## src/sv/mbe_pkg.sv

```systemverilog
// ----------------------------------------------------------------------------
// mbe_pkg
// Shared types and constants for the escape-time block.
// ----------------------------------------------------------------------------
package mbe_pkg;

  localparam int LIMIT_W      = 16;
  localparam int PX_W         = 11;
  localparam int PY_W         = 10;
  localparam int COORD_W      = 12;
  localparam int PX_CENTER    = 1024;
  localparam int PY_CENTER    = 512;
  localparam int COORD_SHIFT  = 9;
  localparam int ESCAPE_SHIFT = 2;

  localparam logic [LIMIT_W-1:0] LIMIT_RESET = 16'd1000;

  typedef enum logic [2:0] {
    ST_IDLE,
    ST_MUL_XX,
    ST_MUL_YY,
    ST_MUL_XY,
    ST_UPDATE,
    ST_DONE
  } state_t;

  typedef enum logic [1:0] {
    OP_XX,
    OP_YY,
    OP_XY
  } mul_op_t;

  typedef struct packed {
    logic    load;
    logic    mul_en;
    mul_op_t mul_op;
    logic    upd;
  } ctl_t;

endpackage

```

## src/sv/mbe_if.sv

```systemverilog
// ----------------------------------------------------------------------------
// mbe_if
// Channel interfaces: pixel input, shade result and limit write.
// ----------------------------------------------------------------------------
interface mbe_pix_if import mbe_pkg::*; ();
  logic            valid;
  logic            ready;
  logic [PX_W-1:0] pixel_x;
  logic [PY_W-1:0] pixel_y;

  modport source (output valid, output pixel_x, output pixel_y, input ready);
  modport sink (input valid, input pixel_x, input pixel_y, output ready);
endinterface

interface mbe_shade_if import mbe_pkg::*; ();
  logic               valid;
  logic               ready;
  logic [LIMIT_W-1:0] shade;

  modport source (output valid, output shade, input ready);
  modport sink (input valid, input shade, output ready);
endinterface

interface mbe_cfg_if import mbe_pkg::*; ();
  logic               valid;
  logic               ready;
  logic [LIMIT_W-1:0] data;

  modport source (output valid, output data, input ready);
  modport sink (input valid, input data, output ready);
endinterface

```

## src/sv/mbe_datapath.sv

```systemverilog
// ----------------------------------------------------------------------------
// mbe_datapath
// Shared signed multiplier, square/product registers, escape test, z update.
// ----------------------------------------------------------------------------
module mbe_datapath import mbe_pkg::*; #(
  parameter int FRAC_BITS = 28
) (
  input  logic            clk,
  input  ctl_t            ctl,
  input  logic [PX_W-1:0] pixel_x,
  input  logic [PY_W-1:0] pixel_y,
  output logic            escape
);

  localparam int W  = FRAC_BITS + 4;
  localparam int PW = 2 * W;

  localparam logic [PW:0] FOUR = (PW + 1)'(1) << (2 * FRAC_BITS + ESCAPE_SHIFT);

  logic signed [W-1:0]  x_r, y_r, cr_r, ci_r;
  logic signed [PW-1:0] xx_r, yy_r, xy_r;

  logic signed [COORD_W-1:0] dx, dy;
  logic signed [W-1:0]       dx_ext, dy_ext, cr_load, ci_load;
  logic signed [W-1:0]       mul_a, mul_b;
  logic signed [PW-1:0]      prod;
  logic [PW:0]               mag_sum;
  logic signed [PW-1:0]      diff, diff_sh, xy_sh;
  logic signed [W-1:0]       x_nxt, y_nxt;

  always_comb begin
    dx      = signed'({1'b0, pixel_x}) - COORD_W'(PX_CENTER);
    dy      = signed'({2'b00, pixel_y}) - COORD_W'(PY_CENTER);
    dx_ext  = W'(dx);
    dy_ext  = W'(dy);
    cr_load = dx_ext <<< (FRAC_BITS - COORD_SHIFT);
    ci_load = dy_ext <<< (FRAC_BITS - COORD_SHIFT);
  end

  always_comb begin
    case (ctl.mul_op)
      OP_XX: begin
        mul_a = x_r;
        mul_b = x_r;
      end
      OP_YY: begin
        mul_a = y_r;
        mul_b = y_r;
      end
      OP_XY: begin
        mul_a = x_r;
        mul_b = y_r;
      end
      default: begin
        mul_a = x_r;
        mul_b = y_r;
      end
    endcase
  end

  assign prod = mul_a * mul_b;

  always_comb begin
    mag_sum = {xx_r[PW-1], xx_r} + {yy_r[PW-1], yy_r};
    escape  = !mag_sum[PW] && (mag_sum >= FOUR);
    diff    = xx_r - yy_r;
    diff_sh = diff >>> FRAC_BITS;
    xy_sh   = xy_r >>> (FRAC_BITS - 1);
    x_nxt   = diff_sh[W-1:0] + cr_r;
    y_nxt   = xy_sh[W-1:0] + ci_r;
  end

  always_ff @(posedge clk) begin
    if (ctl.load) begin
      cr_r <= cr_load;
      ci_r <= ci_load;
      x_r  <= '0;
      y_r  <= '0;
    end else if (ctl.upd) begin
      x_r <= x_nxt;
      y_r <= y_nxt;
    end
    if (ctl.mul_en) begin
      case (ctl.mul_op)
        OP_XX:   xx_r <= prod;
        OP_YY:   yy_r <= prod;
        OP_XY:   xy_r <= prod;
        default: xy_r <= prod;
      endcase
    end
  end

endmodule

```

## src/sv/mbe_ctrl.sv

```systemverilog
// ----------------------------------------------------------------------------
// mbe_ctrl
// Iteration sequencer, step counter and result beat.
// ----------------------------------------------------------------------------
module mbe_ctrl import mbe_pkg::*; #(
  parameter int ITER_WIDTH = 16
) (
  input  logic               clk,
  input  logic               rst_n,
  input  logic               in_valid,
  output logic               in_ready,
  output logic               out_valid,
  input  logic               out_ready,
  input  logic [LIMIT_W-1:0] limit,
  input  logic               escape,
  output ctl_t               ctl,
  output logic [LIMIT_W-1:0] shade
);

  localparam int CW = (ITER_WIDTH > LIMIT_W) ? ITER_WIDTH : LIMIT_W;

  state_t                state_r, state_nxt;
  logic [ITER_WIDTH-1:0] steps_r, steps_nxt, steps_inc, limit_eff;
  logic [CW-1:0]         lim_ext, cnt_max_ext;

  always_comb begin
    lim_ext     = CW'(limit);
    cnt_max_ext = CW'({ITER_WIDTH{1'b1}});
    limit_eff   = (lim_ext > cnt_max_ext) ? ITER_WIDTH'(cnt_max_ext) : ITER_WIDTH'(lim_ext);
    steps_inc   = steps_r + ITER_WIDTH'(1);
  end

  always_comb begin
    state_nxt = state_r;
    case (state_r)
      ST_IDLE: begin
        if (in_valid) begin
          state_nxt = (limit_eff == '0) ? ST_DONE : ST_MUL_XX;
        end
      end
      ST_MUL_XX: state_nxt = ST_MUL_YY;
      ST_MUL_YY: state_nxt = ST_MUL_XY;
      ST_MUL_XY: state_nxt = escape ? ST_DONE : ST_UPDATE;
      ST_UPDATE: state_nxt = (steps_inc >= limit_eff) ? ST_DONE : ST_MUL_XX;
      ST_DONE: begin
        if (out_ready) begin
          state_nxt = ST_IDLE;
        end
      end
      default: state_nxt = ST_IDLE;
    endcase
  end

  always_comb begin
    ctl       = '{load: 1'b0, mul_en: 1'b0, mul_op: OP_XX, upd: 1'b0};
    in_ready  = 1'b0;
    out_valid = 1'b0;
    case (state_r)
      ST_IDLE: begin
        in_ready = 1'b1;
        ctl.load = in_valid;
      end
      ST_MUL_XX: begin
        ctl.mul_en = 1'b1;
        ctl.mul_op = OP_XX;
      end
      ST_MUL_YY: begin
        ctl.mul_en = 1'b1;
        ctl.mul_op = OP_YY;
      end
      ST_MUL_XY: begin
        ctl.mul_en = 1'b1;
        ctl.mul_op = OP_XY;
      end
      ST_UPDATE: ctl.upd = 1'b1;
      ST_DONE:   out_valid = 1'b1;
      default:   in_ready = 1'b0;
    endcase
  end

  always_comb begin
    steps_nxt = steps_r;
    if (ctl.load) begin
      steps_nxt = '0;
    end else if (ctl.upd) begin
      steps_nxt = steps_inc;
    end
  end

  assign shade = limit - LIMIT_W'(steps_r);

  always_ff @(posedge clk) begin
    if (!rst_n) begin
      state_r <= ST_IDLE;
      steps_r <= '0;
    end else begin
      state_r <= state_nxt;
      steps_r <= steps_nxt;
    end
  end

  a_steps_bound: assert property (@(posedge clk) disable iff (!rst_n)
    (state_r != ST_IDLE) |-> (steps_r <= limit_eff))
    else $error("step count above limit");

  a_busy_after_accept: assert property (@(posedge clk) disable iff (!rst_n)
    (in_valid && in_ready) |=> !in_ready)
    else $error("ready while pixel in flight");

  a_idle_after_result: assert property (@(posedge clk) disable iff (!rst_n)
    (out_valid && out_ready) |=> (state_r == ST_IDLE))
    else $error("no return to idle after result beat");

  a_update_order: assert property (@(posedge clk) disable iff (!rst_n)
    (state_r == ST_UPDATE) |-> ($past(state_r) == ST_MUL_XY && !$past(escape)))
    else $error("z update without full non-escaping step");

endmodule

```

## src/sv/mandelbrot_escape_time.sv

```systemverilog
// ----------------------------------------------------------------------------
// mandelbrot_escape_time
// Escape-time count for one pixel, Q4.FRAC_BITS fixed point, one shared
// multiplier under an iteration sequencer.
// ----------------------------------------------------------------------------
//  channel   dir  payload            beat when
//  in_pix    in   pixel_x, pixel_y   valid && ready
//  out_res   out  shade              valid && ready
//  cfg_wr    in   data (limit)       valid && ready
//
//  Each iteration runs in four states: three passes through the shared multiplier
//  (x*x, y*y, x*y) and one z update; the escape test runs in the x*y state.
//  A pixel runs n steps (at most the limit) up to its result beat, whether or
//  not it escapes; the result holds until taken.
//  Reset sets the limit to 1000 and the sequencer to idle.
//  in_pix.ready is high only while idle; cfg_wr is always ready.
// ----------------------------------------------------------------------------
module mandelbrot_escape_time import mbe_pkg::*; #(
  parameter int FRAC_BITS  = 28,
  parameter int ITER_WIDTH = 16
) (
  input  logic      clk,
  input  logic      rst_n,
  mbe_pix_if.sink   in_pix,
  mbe_shade_if.source out_res,
  mbe_cfg_if.sink   cfg_wr
);

  logic [LIMIT_W-1:0] limit_r, limit_nxt;
  ctl_t               ctl;
  logic               escape;

  assign cfg_wr.ready = 1'b1;
  assign limit_nxt    = (cfg_wr.valid && cfg_wr.ready) ? cfg_wr.data : limit_r;

  always_ff @(posedge clk) begin
    if (!rst_n) begin
      limit_r <= LIMIT_RESET;
    end else begin
      limit_r <= limit_nxt;
    end
  end

  mbe_ctrl #(
    .ITER_WIDTH(ITER_WIDTH)
  ) u_ctrl (
    .clk      (clk),
    .rst_n    (rst_n),
    .in_valid (in_pix.valid),
    .in_ready (in_pix.ready),
    .out_valid(out_res.valid),
    .out_ready(out_res.ready),
    .limit    (limit_r),
    .escape   (escape),
    .ctl      (ctl),
    .shade    (out_res.shade)
  );

  mbe_datapath #(
    .FRAC_BITS(FRAC_BITS)
  ) u_datapath (
    .clk    (clk),
    .ctl    (ctl),
    .pixel_x(in_pix.pixel_x),
    .pixel_y(in_pix.pixel_y),
    .escape (escape)
  );

endmodule

```

## src/flat_wrapper.sv

```systemverilog
// flat-port wrapper written by rule: the top's interface ports become plain ports
module mandelbrot_escape_time_flat import mbe_pkg::*;
#(
  parameter int FRAC_BITS  = 28,
  parameter int ITER_WIDTH = 16
)
  (clk, rst_n, in_pix_valid, in_pix_pixel_x, in_pix_pixel_y, in_pix_ready, out_res_valid, out_res_shade, out_res_ready, cfg_wr_valid, cfg_wr_data, cfg_wr_ready);
  mbe_pix_if in_pix_i ();
  mbe_shade_if out_res_i ();
  mbe_cfg_if cfg_wr_i ();
  input  logic clk;
  input  logic rst_n;
  input wire logic [$bits(in_pix_i.valid)-1:0] in_pix_valid;
  input wire logic [$bits(in_pix_i.pixel_x)-1:0] in_pix_pixel_x;
  input wire logic [$bits(in_pix_i.pixel_y)-1:0] in_pix_pixel_y;
  output wire logic [$bits(in_pix_i.ready)-1:0] in_pix_ready;
  output wire logic [$bits(out_res_i.valid)-1:0] out_res_valid;
  output wire logic [$bits(out_res_i.shade)-1:0] out_res_shade;
  input wire logic [$bits(out_res_i.ready)-1:0] out_res_ready;
  input wire logic [$bits(cfg_wr_i.valid)-1:0] cfg_wr_valid;
  input wire logic [$bits(cfg_wr_i.data)-1:0] cfg_wr_data;
  output wire logic [$bits(cfg_wr_i.ready)-1:0] cfg_wr_ready;
  assign in_pix_i.valid = in_pix_valid;
  assign in_pix_i.pixel_x = in_pix_pixel_x;
  assign in_pix_i.pixel_y = in_pix_pixel_y;
  assign in_pix_ready = in_pix_i.ready;
  assign out_res_valid = out_res_i.valid;
  assign out_res_shade = out_res_i.shade;
  assign out_res_i.ready = out_res_ready;
  assign cfg_wr_i.valid = cfg_wr_valid;
  assign cfg_wr_i.data = cfg_wr_data;
  assign cfg_wr_ready = cfg_wr_i.ready;
  mandelbrot_escape_time #(.FRAC_BITS(FRAC_BITS), .ITER_WIDTH(ITER_WIDTH)) u_core (.clk(clk), .rst_n(rst_n), .in_pix(in_pix_i), .out_res(out_res_i), .cfg_wr(cfg_wr_i));
endmodule
```

## config.mk

```make
export PLATFORM = sky130hd
export DESIGN_NAME = mandelbrot_escape_time_flat
export DESIGN_NICKNAME = d
export VERILOG_FILES = /design/src/sv/mbe_pkg.sv /design/src/sv/mbe_if.sv /design/src/sv/mbe_datapath.sv /design/src/sv/mbe_ctrl.sv /design/src/sv/mandelbrot_escape_time.sv /design/src/flat_wrapper.sv
export SDC_FILE = /design/constraint.sdc
export NUM_CORES = 2
export LEC_CHECK = 0
export BUFFER_PORTS_ARGS = -buffer_cell sky130_fd_sc_hd__buf_4
export CAP_MARGIN = 30
export CORE_MARGIN = 2
export CORE_UTILIZATION = 35
export DETAILED_ROUTE_END_ITERATION = 10
export SETUP_SLACK_MARGIN = 0.15
export SKIP_LAST_GASP = 1
export SLEW_MARGIN = 10
export SYNTH_ARGS = -nofsm -noshare
export SYNTH_HDL_FRONTEND = slang
export SYNTH_SLANG_ARGS = --single-unit
```

## constraint.sdc

```tcl
create_clock -name clk -period 10.85 [get_ports clk]
set_input_delay 2.17 -clock clk [delete_from_list [all_inputs] [get_ports clk]]
set_output_delay 2.17 -clock clk [all_outputs]
set_load 0.005 [all_outputs]
```

Word-level counts from Yosys, hierarchy flattened

Cells that the tools add are included.

Add/sub/neg operators: 8
$mul: 1
Div/mod/pow operators: 0
Order comparisons: 3
Equality and inequality tests: 8
Shift operators: 0
Multiplexer cells: 14
Bitwise operators: 2
Reductions and logical operators: 11

Operator list:

| cell                     | number |
|---|---|
| $add A64 B64 Y65         | 1 |
| $ge A65 B59 Y1 const B   | 1 |
| $add A32 B32 Y32         | 2 |
| $mul A32 B32 Y64         | 1 |
| $mux W32                 | 2 |
| $sub A60 B60 Y60         | 1 |
| $pmux W3 S6              | 1 |
| $add A16 B1 Y16 const B  | 1 |
| $ge A16 B16 Y1           | 1 |
| $gt A16 B16 Y1 const B   | 1 |
| $logic_not A16 Y1        | 1 |
| $mux W16                 | 1 |
| $sub A16 B16 Y16         | 1 |
| $mux W3                  | 4 |
| $sub A11 B11 Y12 const B | 1 |
| $sub A10 B10 Y11 const B | 1 |
| $pmux W3 S3              | 1 |
| $reduce_and A2 Y1        | 4 |
| $eq A3 B2 Y1 const B     | 2 |
| $eq A3 B3 Y1 const B     | 2 |
| $mux W1                  | 5 |
| $ne A2 B2 Y1 const B     | 2 |
| $reduce_or A2 Y1         | 2 |
| $eq A3 B1 Y1 const B     | 1 |
| other kinds (6)          | 7 |

Register bits after elaboration: 309
Latch bits: 0
Bits in writable memories: 0
Memory bits (read-only): 0
Bits of input ports: 42
Memories: 0

Depth between registers and ports, before layout

Depth in word-level cells: 6
Mapped depth: 34
Mapped depth without buffers: 31

By module

A second synthesis with hierarchy kept.

Cell total of the unflattened synthesis: 5,826
Area, all modules: 53,117.2 µm²

Modules (own cells, without submodules):

| module                 | instances | cells an instance | area an instance (µm²) | seq. area each (µm²) |
|---|---|---|---|---|
| mbe_datapath           | 1         | 5,465             | 50,211.9               | 6,716.4 |
| mbe_ctrl               | 1         | 308               | 2,293.4                | 380.4 |
| mandelbrot_escape_time | 1         | 53                | 611.8                  | 320.3 |

Worst setup path after synthesis

No wires, ideal clock.

Path kind: register -> register
Start point: register u_core.u_ctrl.state_r[2]
End point: register u_core.u_datapath.xx_r[62] (data pin)
Setup time: 191 ps
Arrival time: 9,474 ps
Required time: 10,659 ps
Slack: 1,184 ps
Cell stages (with the launch flop): 33
Clock period less this slack: 9,666 ps
Cell sequence: dfxtp_1 -> clkinv_1 -> nand2_1 -> nor2_1 -> buf_2 -> buf_2 -> mux2i_1 -> clkbuf_1 -> nor2_1 -> fa_1 -> inv_1 -> fa_1 -> inv_1 -> fa_1 -> fa_1 -> inv_1 -> fa_1 -> inv_1 -> fa_1 -> inv_1 -> fa_1 -> inv_1 -> fa_1 -> ha_1 -> a21o_1 -> a21oi_1 -> o21bai_1 -> a21oi_1 -> o21bai_1 -> a21o_1 -> a21oi_1 -> mux2_2 -> a311oi_1

Cells in the longest elaborated chain, start to end: 5

RTL lines:

| item                                             | RTL line           | text |
|---|---|---|
| start, declared                                  | mbe_ctrl.sv:22     | `state_t state_r, state_nxt;` |
| start signal, assigned                           | mbe_ctrl.sv:97     | `state_r <= state_nxt;` |
| $eq A3 B2 Y1 or $eq A3 B1 Y1 (tied branches)     | mbe_ctrl.sv:58     | `case (state_r)` |
| $pmux W3 S3 *                                    | mbe_ctrl.sv:58     |  |
| $eq A2 B1 Y1 or $logic_not A2 Y1 (tied branches) | mbe_datapath.sv:41 | `case (ctl.mul_op)` |
| $mux W32                                         | mbe_datapath.sv:41 |  |
| $mul A32 B32 Y64 *                               | mbe_datapath.sv:61 | `assign prod = mul_a * mul_b;` |
| via u_core.u_datapath.prod[62]                   | mbe_datapath.sv:26 | `logic signed [PW-1:0] prod;` |
| end signal, assigned                             | mbe_datapath.sv:85 | `OP_XX: xx_r <= prod;` |
| end, declared                                    | mbe_datapath.sv:21 | `logic signed [PW-1:0] xx_r, yy_r, xy_r;` |

The timed path passes the listed nets; every way through them passes the cells marked *.
A chain may end at the register's enable or synchronous reset.

Worst setup path after layout

Start point: register u_core.u_ctrl.state_r[1]
End point: register u_core.u_datapath.yy_r[41] (data pin)

Cells in the longest elaborated chain, start to end: 5

RTL lines:

| item                                             | RTL line           | text |
|---|---|---|
| $eq A3 B2 Y1 or $eq A3 B1 Y1 (tied branches)     | mbe_ctrl.sv:58     |  |
| $pmux W3 S3 *                                    | mbe_ctrl.sv:58     |  |
| $eq A2 B1 Y1 or $logic_not A2 Y1 (tied branches) | mbe_datapath.sv:41 |  |
| $mux W32                                         | mbe_datapath.sv:41 |  |
| $mul A32 B32 Y64 *                               | mbe_datapath.sv:61 |  |
| via u_core.u_datapath.prod[41]                   | mbe_datapath.sv:26 |  |
| end signal, assigned                             | mbe_datapath.sv:86 | `OP_YY: yy_r <= prod;` |
| end, declared                                    | mbe_datapath.sv:21 |  |

Marked as above.

==> impl_metrics.ini <==
[timing]
slew_headroom = 0.307
timing.final.crit_share = 0.930
final.min_clock_period_ps = 10090
skew_ps = 27.0
worst_slack_ps = 756
tns_ps = 0
drv_slew = 0
rsz0062_at_grt = no
hold_viol = 0
fmax_mhz = 99.1
worst_slew_pin_slew_ps = 1020
setup_viol = 0

[final_layout]
fillCellCount = 15252
nNetsFinal = 7173
drive_gt1_frac = 0.0675
antenna_cells = 0
multi_input_area_sq_um = 40400
layout.area.seq_sq_um = 7420
finish.instance_area_sq_um = 57200
synthToLayoutAreaGrowth_pct = 8.63

[worst_hold_path]
min_to = u_core.u_datapath.y_r[1]$_SDFFE_PP0P_
whs_path_depth = 2
hp-class = register to register
hold_start = u_core.u_datapath.xy_r[28]$_DFFE_PP_

[critical_path]
path_max_fanout = 54
required_ps = 11160
crit_top_cell = fa_1
critPathArrivalTime_ps = 10400
cp_slowest_cell = mux2i_2
rrSetupSlack_ps = 760
critPathKind = register to register
reg2reg_to = u_core.u_datapath.yy_r[41]$_DFFE_PP_
r2r_cells = 27
critPathCaptureType = register
worstSetupStartpointType = register
r2r_start = u_core.u_ctrl.state_r[1]$_SDFFE_PN0P_
critPathMaxStageDelay_ps = 760

[power]
seqPwrFrac = 0.298
p_clk_frac = 0.215
power_density_nw_per_um2 = 88.6
switching_share = 0.417
p_int_mw = 2.95
combPwrFrac = 0.488
p_sw_mw = 2.11
p_leak_nw = 26.4
vdd_drop_max_mv = 0.145

[logic_synthesis]
synth_seq_area_share = 0.141
synth_edf_count = 181
synth-main-ff-cell = edfxtp_1
ys_warn_count = 0
avgSynthCellArea_sq_um = 9.27
synthArstFlopShare = 0
synth_seq_cells = 280
synth_cell_types = 83
synth_fp_nets = 7166
syn_inst = 5675
syn_area_sq_um = 52600

[routing]
drc_errors = 0
num_vias = 39846
viasPerCell = 5.16
routed_wl_um = 167000
ant_nets = 0
drtPass1Iterations = 6
wl_per_cell_um = 21.6
drt_iter0_markers = 3181

[placement]
io_buffers = 59
dp_hpwl_um = 137000
dpl-instance-area_sq_um = 56200
globalplace.congestion = 0.989
pre_cts_ws_ps = 919

[die]
fp.dieW_um = 392
start_util = 0.352
io_pins = 61
die-height_um = 392
die_area_sq_um = 153000
core-area_sq_um = 150000
num_rows = 142

[clock_tree]
cts_buffers = 29
clock_latency_ps = 590
numClockSinks = 280
clk_pin_slew_ps = 70
cts.repair.resized = 0
cts_root_buffer = clkbuf_16
h-tree-depth = 1
clock_path_buffers = 3
cts_tree = built
cts_setup_buffers = 0
cts_hold_buf = 0

[grt]
gr-total-overflow = 0
grt_usage = 0.220
antenna_found_initial = 5
grt_max_degree = 82
grt_pass1_wl_um = 254000
grt_pass1_vias = 41324

[run_status]
status = completed

[run]
cap_violations = 0
==> cell usage in the layout (no fill, tap or decap), types with 30 or more instances in the layout <==
| cell type | Yosys | final |
|---|---|---|
| xnor2_1 | 122 | 122 |
| a21o_1 | 53 | 53 |
| nor2_1 | 678 | 677 |
| mux2i_1 | 72 | 30 |
| nor3_1 | 68 | 67 |
| nor2b_1 | 51 | 51 |
| o21ai_0 | 119 | 119 |
| a21oi_1 | 238 | 238 |
| mux2_2 | 57 | 57 |
| o21bai_1 | 35 | 35 |
| nand2b_1 | 36 | 36 |
| inv_1 | 1130 | 1129 |
| edfxtp_1 | 181 | 181 |
| nand2_1 | 642 | 641 |
| buf_4 | 1 | 194 |
| dfxtp_1 | 99 | 99 |
| ha_1 | 363 | 363 |
| nand3_1 | 53 | 53 |
| xor2_1 | 33 | 33 |
| fa_1 | 1086 | 1086 |
==> how the worst max path moves through the flow <==
stage,from,end,slack (ps)
floorplan,u_core.u_ctrl.state_r[2]$_SDFFE_PN0P_,u_core.u_datapath.xx_r[62]$_DFFE_PP_,1180
global placement,u_core.u_ctrl.state_r[2]$_SDFFE_PN0P_,u_core.u_datapath.xx_r[58]$_DFFE_PP_,860
CTS,u_core.u_ctrl.state_r[1]$_SDFFE_PN0P_,u_core.u_datapath.xy_r[58]$_DFFE_PP_,840
finish,u_core.u_ctrl.state_r[1]$_SDFFE_PN0P_,u_core.u_datapath.yy_r[41]$_DFFE_PP_,760
global route,u_core.u_ctrl.state_r[1]$_SDFFE_PN0P_,u_core.u_datapath.xy_r[58]$_DFFE_PP_,400
detailed placement,u_core.u_ctrl.state_r[1]$_SDFFE_PN0P_,u_core.u_datapath.xy_r[58]$_DFFE_PP_,920
==> worst max-delay path, delay by kind of cell, from the launching register on <==
family	cells	cell delay (ps)
AND/OR/NAND/NOR	4	690
XOR/XNOR	1	540
multiplexers	1	760
AO/OA/AOI/OAI	8	1890
flip-flops	1	660
buffers and inverters	4	860
adder cells (fa/ha/maj)	9	4340
==> cell type report <==
cell class	count	area share
well taps	2016	0.0441
clock buffers	33	0.0130
flip-flops and latches	280	0.130
inverters	1133	0.0744
repair buffers	202	0.0278
clock inverters	21	0.00471
multi-input cells	4036	0.706
==> flip-flops by register name, summed over array words and instances (netlist names) <==
register	cells
u_core.u_datapath.xx_r	64
u_core.u_datapath.yy_r	64
u_core.u_datapath.x_r	32
u_core.u_datapath.xy_r	32
u_core.u_datapath.y_r	32
u_core.limit_r	16
u_core.u_ctrl.steps_r	16
u_core.u_datapath.cr_r	11
u_core.u_datapath.ci_r	10
u_core.u_ctrl.state_r	3
==> cells by family (layout without fill, tap and decap cells) <==
group / after synthesis / in the layout / share of synthesized area
and+or+nand+nor: 1659 / 1659 / 0.132
buffers and inverters: 1359 / 1389 / 0.0975
xor gates and xnor gates: 155 / 155 / 0.0258
adders and majority gates: 1449 / 1449 / 0.499
DFF: 280 / 280 / 0.141
muxes: 130 / 130 / 0.0261
other: 1 / 1 / 0.0000712
AOI/OAI and AO/OA: 642 / 642 / 0.0778
==> through the flow <==
| step | power (mW) | hold slack, ps | std cells | utilization |
|---|---|---|---|---|
| floorplan | 3.27 | 448 | 5675 | - |
| global route | 5.41 | 531 | 7721 | 0.382 |
| detailed placement | 3.97 | 483 | 7666 | 0.375 |
| global placement | 3.95 | 475 | 7661 | 0.375 |
| finish | 5.06 | 502 | 7721 | 0.382 |
| CTS | 5.08 | 498 | 7720 | 0.382 |
==> routing by layer <==
| metal | vias up | GRT usage | routed length [um] |
|---|---|---|---|
| met1 | 20616 | 0.301 | 70200 |
| li1 | 17549 | - | - |
| met3 | 249 | 0.0382 | 13400 |
| met4 | 4 | 0.0661 | 6040 |
| met5 | - | 0 | 25 |
| met2 | 1428 | 0.355 | 77300 |
==> power groups by stage <==
stage / logic [mW] / registers, mW / clock network [mW]
6_report: 2.47 / 1.51 / 1.09
5_1_grt: 2.73 / 1.53 / 1.15
4_1_cts: 2.46 / 1.51 / 1.11
3_5_place_dp: 2.44 / 1.53 / 0
3_3_place_gp: 2.42 / 1.53 / 0
2_1_floorplan: 1.79 / 1.48 / 0
==> cells in the mapped netlist, drive strengths merged (12+ instances only) <==
master | n | area (sq um)
a211oi | 23 | 188
a21o | 54 | 407
a21oi | 241 | 1220
a31oi | 15 | 106
and2 | 16 | 100
and3 | 21 | 131
buf | 33 | 155
clkbuf | 193 | 724
dfxtp | 99 | 1980
edfxtp | 181 | 5440
fa | 1086 | 21700
ha | 363 | 4540
inv | 1130 | 4240
mux2 | 58 | 653
mux2i | 72 | 721
nand2 | 642 | 2410
nand2b | 36 | 225
nand3 | 53 | 265
nand4 | 26 | 163
nor2 | 678 | 2540
nor2b | 51 | 319
nor3 | 68 | 340
nor4 | 22 | 138
o211ai | 28 | 210
o21a | 12 | 90.1
o21ai | 137 | 701
o21bai | 35 | 263
o31ai | 18 | 145
or2 | 13 | 81.3
or3 | 12 | 75.1
xnor2 | 122 | 1070
xor2 | 33 | 289
No activity file was read; power rests on OpenSTA's default activity.
